File: config.mk
export PLATFORM = sky130hd
export DESIGN_NAME = rqi_skid
export DESIGN_NICKNAME = d
export VERILOG_FILES = /design/src/design/rqi_pkg.sv /design/src/design/rqi_skid.sv
export SDC_FILE = /design/constraint.sdc
export NUM_CORES = 1
export LEC_CHECK = 0
export BUFFER_PORTS_ARGS = -buffer_cell sky130_fd_sc_hd__buf_2
export CAP_MARGIN = 10
export CELL_PAD_IN_SITES_DETAIL_PLACEMENT = 1
export CELL_PAD_IN_SITES_GLOBAL_PLACEMENT = 2
export CORE_ASPECT_RATIO = 0.6
export CORE_MARGIN = 8
export CORE_UTILIZATION = 42
export CTS_CLUSTER_DIAMETER = 100
export DETAILED_ROUTE_END_ITERATION = 10
export PLACE_DENSITY = 0.83
export SYNTH_ARGS = -nofsm -noshare
export SYNTH_HDL_FRONTEND = slang
export SYNTH_SLANG_ARGS = --single-unit
File: constraint.sdc
create_clock -name clk -period 62.1 [get_ports clk]
set_clock_uncertainty 0.05 [all_clocks]
set_input_delay 3.105 -clock clk [delete_from_list [all_inputs] [get_ports clk]]
set_output_delay 3.105 -clock clk [all_outputs]
set_load 0.1 [all_outputs]
File: src/design/rqi_pkg.sv
package rqi_pkg;

    // Number formats: vectors carry three signed Q11.10 components, scalars are Q16.16.
    localparam int COORD_BITS  = 21;
    localparam int SCALAR_BITS = 32;
    localparam int COORD_FRAC  = 10;
    localparam int SCALAR_FRAC = 16;
    localparam int MAT_W       = 8;
    localparam int IDX_W       = 3;

    // Derived widths of the datapath.
    localparam int VEC_W     = 3 * COORD_BITS;
    localparam int PROD_W    = 2 * COORD_BITS;
    localparam int DOT_W     = PROD_W + 2;
    localparam int NUM_W     = DOT_W + 1;
    localparam int QUO_W     = SCALAR_BITS;
    localparam int REM_W     = DOT_W + 1;
    localparam int DIV_PRE   = QUO_W - SCALAR_FRAC;
    localparam int PRE_W     = DOT_W + DIV_PRE;
    localparam int OFS_SHIFT = 2 * COORD_FRAC - SCALAR_FRAC;
    localparam int MUL_W     = SCALAR_BITS + COORD_BITS;
    localparam int PT_W      = MUL_W - SCALAR_FRAC + 1;
    localparam int PQ_W      = COORD_BITS + 1;
    localparam int CP_W      = 2 * PQ_W;
    localparam int CR_W      = CP_W + 1;
    localparam int WC_W      = COORD_BITS + CR_W;
    localparam int PL_W      = WC_W + 2;
    localparam int UV_W      = SCALAR_FRAC + 1;
    localparam int UV_SHIFT  = 3 * COORD_FRAC - SCALAR_FRAC;

    // Configuration register indexes.
    typedef enum logic [IDX_W-1:0] {
        REG_CORNER,
        REG_EDGE_U,
        REG_EDGE_V,
        REG_SCALED_N,
        REG_NORMAL,
        REG_OFFSET,
        REG_MATERIAL
    } cfg_index_t;

    typedef logic signed [COORD_BITS-1:0] coord_t;

    typedef struct packed {
        logic [VEC_W-1:0]              corner;
        logic [VEC_W-1:0]              edge_u;
        logic [VEC_W-1:0]              edge_v;
        logic [VEC_W-1:0]              scaled_n;
        logic [VEC_W-1:0]              normal;
        logic signed [SCALAR_BITS-1:0] offset;
        logic [MAT_W-1:0]              material;
    } cfg_t;

    typedef struct packed {
        logic [VEC_W-1:0]              ray_origin;
        logic [VEC_W-1:0]              ray_direction;
        logic signed [SCALAR_BITS-1:0] t_min;
        logic signed [SCALAR_BITS-1:0] t_max;
    } ray_t;

    // Plane distance split into sign and magnitudes, ready for the divider.
    typedef struct packed {
        ray_t             ray;
        logic             neg;
        logic             front_face;
        logic             parallel;
        logic [NUM_W-1:0] un;
        logic [DOT_W-1:0] ud;
    } front_t;

    typedef struct packed {
        ray_t             ray;
        logic             neg;
        logic             front_face;
        logic             miss;
        logic [QUO_W-1:0] quo;
    } div_t;

    typedef struct packed {
        logic                          hit;
        logic signed [SCALAR_BITS-1:0] hit_t;
        logic [VEC_W-1:0]              hit_point;
        logic [VEC_W-1:0]              hit_normal;
        logic [UV_W-1:0]               surface_u;
        logic [UV_W-1:0]               surface_v;
        logic                          front_face;
        logic [MAT_W-1:0]              hit_material;
    } result_t;

    // Pick one signed component out of a packed vector word.
    function automatic coord_t comp(input logic [VEC_W-1:0] v, input int i);
        return v[i*COORD_BITS +: COORD_BITS];
    endfunction

endpackage

File: src/design/rqi_skid.sv
module rqi_skid (
    input  logic             clk,
    input  logic             rst_n,
    input  logic             up_valid,
    input  rqi_pkg::result_t up_data,
    output logic             up_ready,
    output logic             down_valid,
    input  logic             down_ready,
    output rqi_pkg::result_t down_data
);

    logic             out_valid_reg;
    logic             out_valid_next;
    logic             skid_valid_reg;
    logic             skid_valid_next;
    rqi_pkg::result_t out_data_reg;
    rqi_pkg::result_t out_data_next;
    rqi_pkg::result_t skid_data_reg;
    rqi_pkg::result_t skid_data_next;
    logic             take;

    // The output register refills from the skid word first; a stalled word parks in the skid.
    always_comb
    begin
        take            = !out_valid_reg || down_ready;
        out_valid_next  = out_valid_reg;
        out_data_next   = out_data_reg;
        skid_valid_next = skid_valid_reg;
        skid_data_next  = skid_data_reg;
        if (take)
        begin
            out_valid_next  = skid_valid_reg || up_valid;
            out_data_next   = skid_valid_reg ? skid_data_reg : up_data;
            skid_valid_next = 1'b0;
        end
        else if (!skid_valid_reg && up_valid)
        begin
            skid_valid_next = 1'b1;
            skid_data_next  = up_data;
        end
    end

    always_ff @(posedge clk or negedge rst_n)
    begin
        if (!rst_n)
        begin
            out_valid_reg  <= 1'b0;
            skid_valid_reg <= 1'b0;
        end
        else
        begin
            out_valid_reg  <= out_valid_next;
            skid_valid_reg <= skid_valid_next;
        end
    end

    always_ff @(posedge clk)
    begin
        out_data_reg  <= out_data_next;
        skid_data_reg <= skid_data_next;
    end

    assign up_ready   = !skid_valid_reg;
    assign down_valid = out_valid_reg;
    assign down_data  = out_data_reg;

endmodule

==> results.md <==
- Drt drc: 0
- Final nets: about 1.3k
- Setup TNS: 0 ns
- Routed len/inst: 23.8 µm
- Syn Std Cell Area: 15,300 µm²
- Critical Path RT: between 60 and 70 ns
- CTS Buffer Depth: 3
- Max Clk Rate: approximately 180 MHz
- DR vias: around 7.7k
- HP Class: reg2reg
- GP Congestion: 0.758
- Initial antenna violation count: 15
- Slew HR: 27.8%
- Worst-margin pin slew: between 1 and 1.5 ns
- Vias in the first global route: approximately 8.5k
- Slew Viols, Final: 0
- CTS tree: done
- Core area: ~36,000 µm²
- Combinational power share: between 20% and 30%
- Detailed Route WL: 37.6 mm
- Die Footprint: about 43,000 µm²
- Sequential share of power: 46.5%
- Peak supply drop: between 0.00003 and 0.00004 V
- RSZ-0062 raised after global routing: false
- Cell count after synthesis: roughly 640
- Final WS setup: 56.41 ns
- Synth Register Bits: 406
- Critical path class: in2reg
- Port buffer count: 409
- Grt ovf: 0
- Post-cts gate resize count: 0
- Hold violation total from the final report: 0
- Total clock sinks: about 410
- Lkg Pwr: between 7 and 8 nW
- Pre-CTS WS: 55.81 ns
- Tot Pwr: 0.711 mW
- Die Y: ~160 µm
- Final ANT Viol Nets: 0
- Final Util: a little over half
- Final Cell Area: between 15,000 and 20,000 µm²
- Tmin final: roughly 5.7 ns
- Share of cells above drive strength 1: 61.3%
- Largest net degree at the start of global routing: 76
- Cell Pwr Density: 37.4 nW/µm²
- Critical Path AT: roughly 5.8 ns
- Fin crit share: under 10%
- First-pass GRT wire length: between 50 and 60 mm
- Cell variety after synth: 11
- Setup bufs post-CTS: 0
- Ys Warns: 0
- Rows: between 50 and 60
- GR Util All Layers: 16.7%
- Syn Nets: ~840
- Int Power: a little under 0.5 mW
- Area Overhead vs Synth: 24.5%
- Register area share after synthesis: 79.8%
- I/O Pins: slightly above 400
- Syn_area_per_cell: around 24 µm²
- Starting density of the core: 42.3%
- Max Cap Viol: 0
- Clock power frac: 32.5%
- NetSw: around 0.22 mW
- Detailed placement HPWL: between 20 and 30 mm
- Clock transition at path regs: 0.07 ns
- Crit. End Element: register
- Status: complete, no violations
- Vias/cell: roughly 4.9
- CTS root buffer: clkbuf_16
- Chip Width: ~260 µm
- Clock buffer count from CTS: 39
- Clk_lat worst skew: roughly 0.52 ns
- Dpl cell area: between 15,000 and 20,000 µm²
- TritonRoute pass-1 iters: 4
- Crit start category: input port
- CP max FO: between 60 and 70
- Hold-fix buffers at CTS: 0
- Iter 0 DRT Violations: about 400
- Switching portion of total power: approximately a third
- Final Setup Violations: 0
- Htree depth: 2
-- cell families after synthesis --
group | after synthesis | share of synthesized area, %
DFF | 406 | 79.8
muxes | 202 | 18.5
buffers and inverters | 24 | 1.52
and+or+nand+nor | 5 | 0.164
-- synthesized netlist by cell type --
cell type,n,area [µm²]
buf_2,5,25.0
buf_6,18,203
dfrtp_1,2,50.1
edfxtp_1,404,12100
inv_1,1,3.75
mux2_2,55,619
mux2_4,147,2210
nand2_1,1,3.75
nand2b_1,1,6.26
nor2_1,2,7.51
nor3b_1,1,7.51
-- metal layers --
metal  wire (µm)  track usage, %  share of wire, %  vias up
met4         920            4.94               2.4       14
li1            -               -                 -     3432
met2       18600            28.3                50      262
met3        3020            5.91               8.0       82
met1       15000            20.1                40     3936
met5          87               0              0.23        -
-- critical path, cell delays in order --
cell and delay (ns):
buf_2 0.09, nand2b_4 0.57, nor3b_2 0.39, buf_4 0.68, buf_4 0.81
-- worst paths after layout --
| check | cells after the start | start | slack (ns) | end |
|---|---|---|---|---|
| worst max register to register | 4 | skid_valid_reg | 58.35 | down_data[17] |
| max in group asynchronous | 1 | rst_n | 59.57 | skid_valid_reg |
| worst min-delay path | 1 | skid_data_reg[40] | 0.49 | down_data[40] |
| min in group asynchronous | 1 | rst_n | 2.31 | down_valid |
| worst min register to register | 1 | skid_data_reg[40] | 0.49 | down_data[40] |
| worst max-delay path | 5 | down_ready | 56.41 | skid_data_reg[133] |
-- power by group through the flow --
| stage | Clock, mW | Combinational [mW] | Sequential, mW |
|---|---|---|---|
| after global routing | 0.248 | 0.154 | 0.332 |
| final | 0.231 | 0.150 | 0.331 |
| after CTS | 0.239 | 0.151 | 0.331 |
| after floorplan | 0 | 0.0291 | 0.435 |
| after detailed placement | 0 | 0.151 | 0.336 |
| after global placement | 0 | 0.149 | 0.336 |
-- layout make-up --
type                       count  area (µm²)
fill                        3367       17100
sequential                   406       12200
multi-input combinational    207        2860
timing repair buffer         418        2110
clock buffer                  46        1040
tap                          476         596
clock inverter                24         183
antenna                        3        7.51
inverter                       1        3.75
-- stage by stage --
step                      std cells  hold WS (ns)
after floorplan                 637         0.473
after global routing           1581         0.506
final                          1581         0.489
after detailed placement       1508         0.483
after CTS                      1578         0.492
after global placement         1508         0.479
-- cells in the final DEF (no fill, tap or decap), drive strengths merged, types with 2 or more instances in the layout --
master	n
dfrtp	2
clkinv	20
clkbuf	46
bufinv	3
mux2	202
buf	418
diode	3
nor2	2
edfxtp	404
No activity file was read; power rests on OpenSTA's default activity.
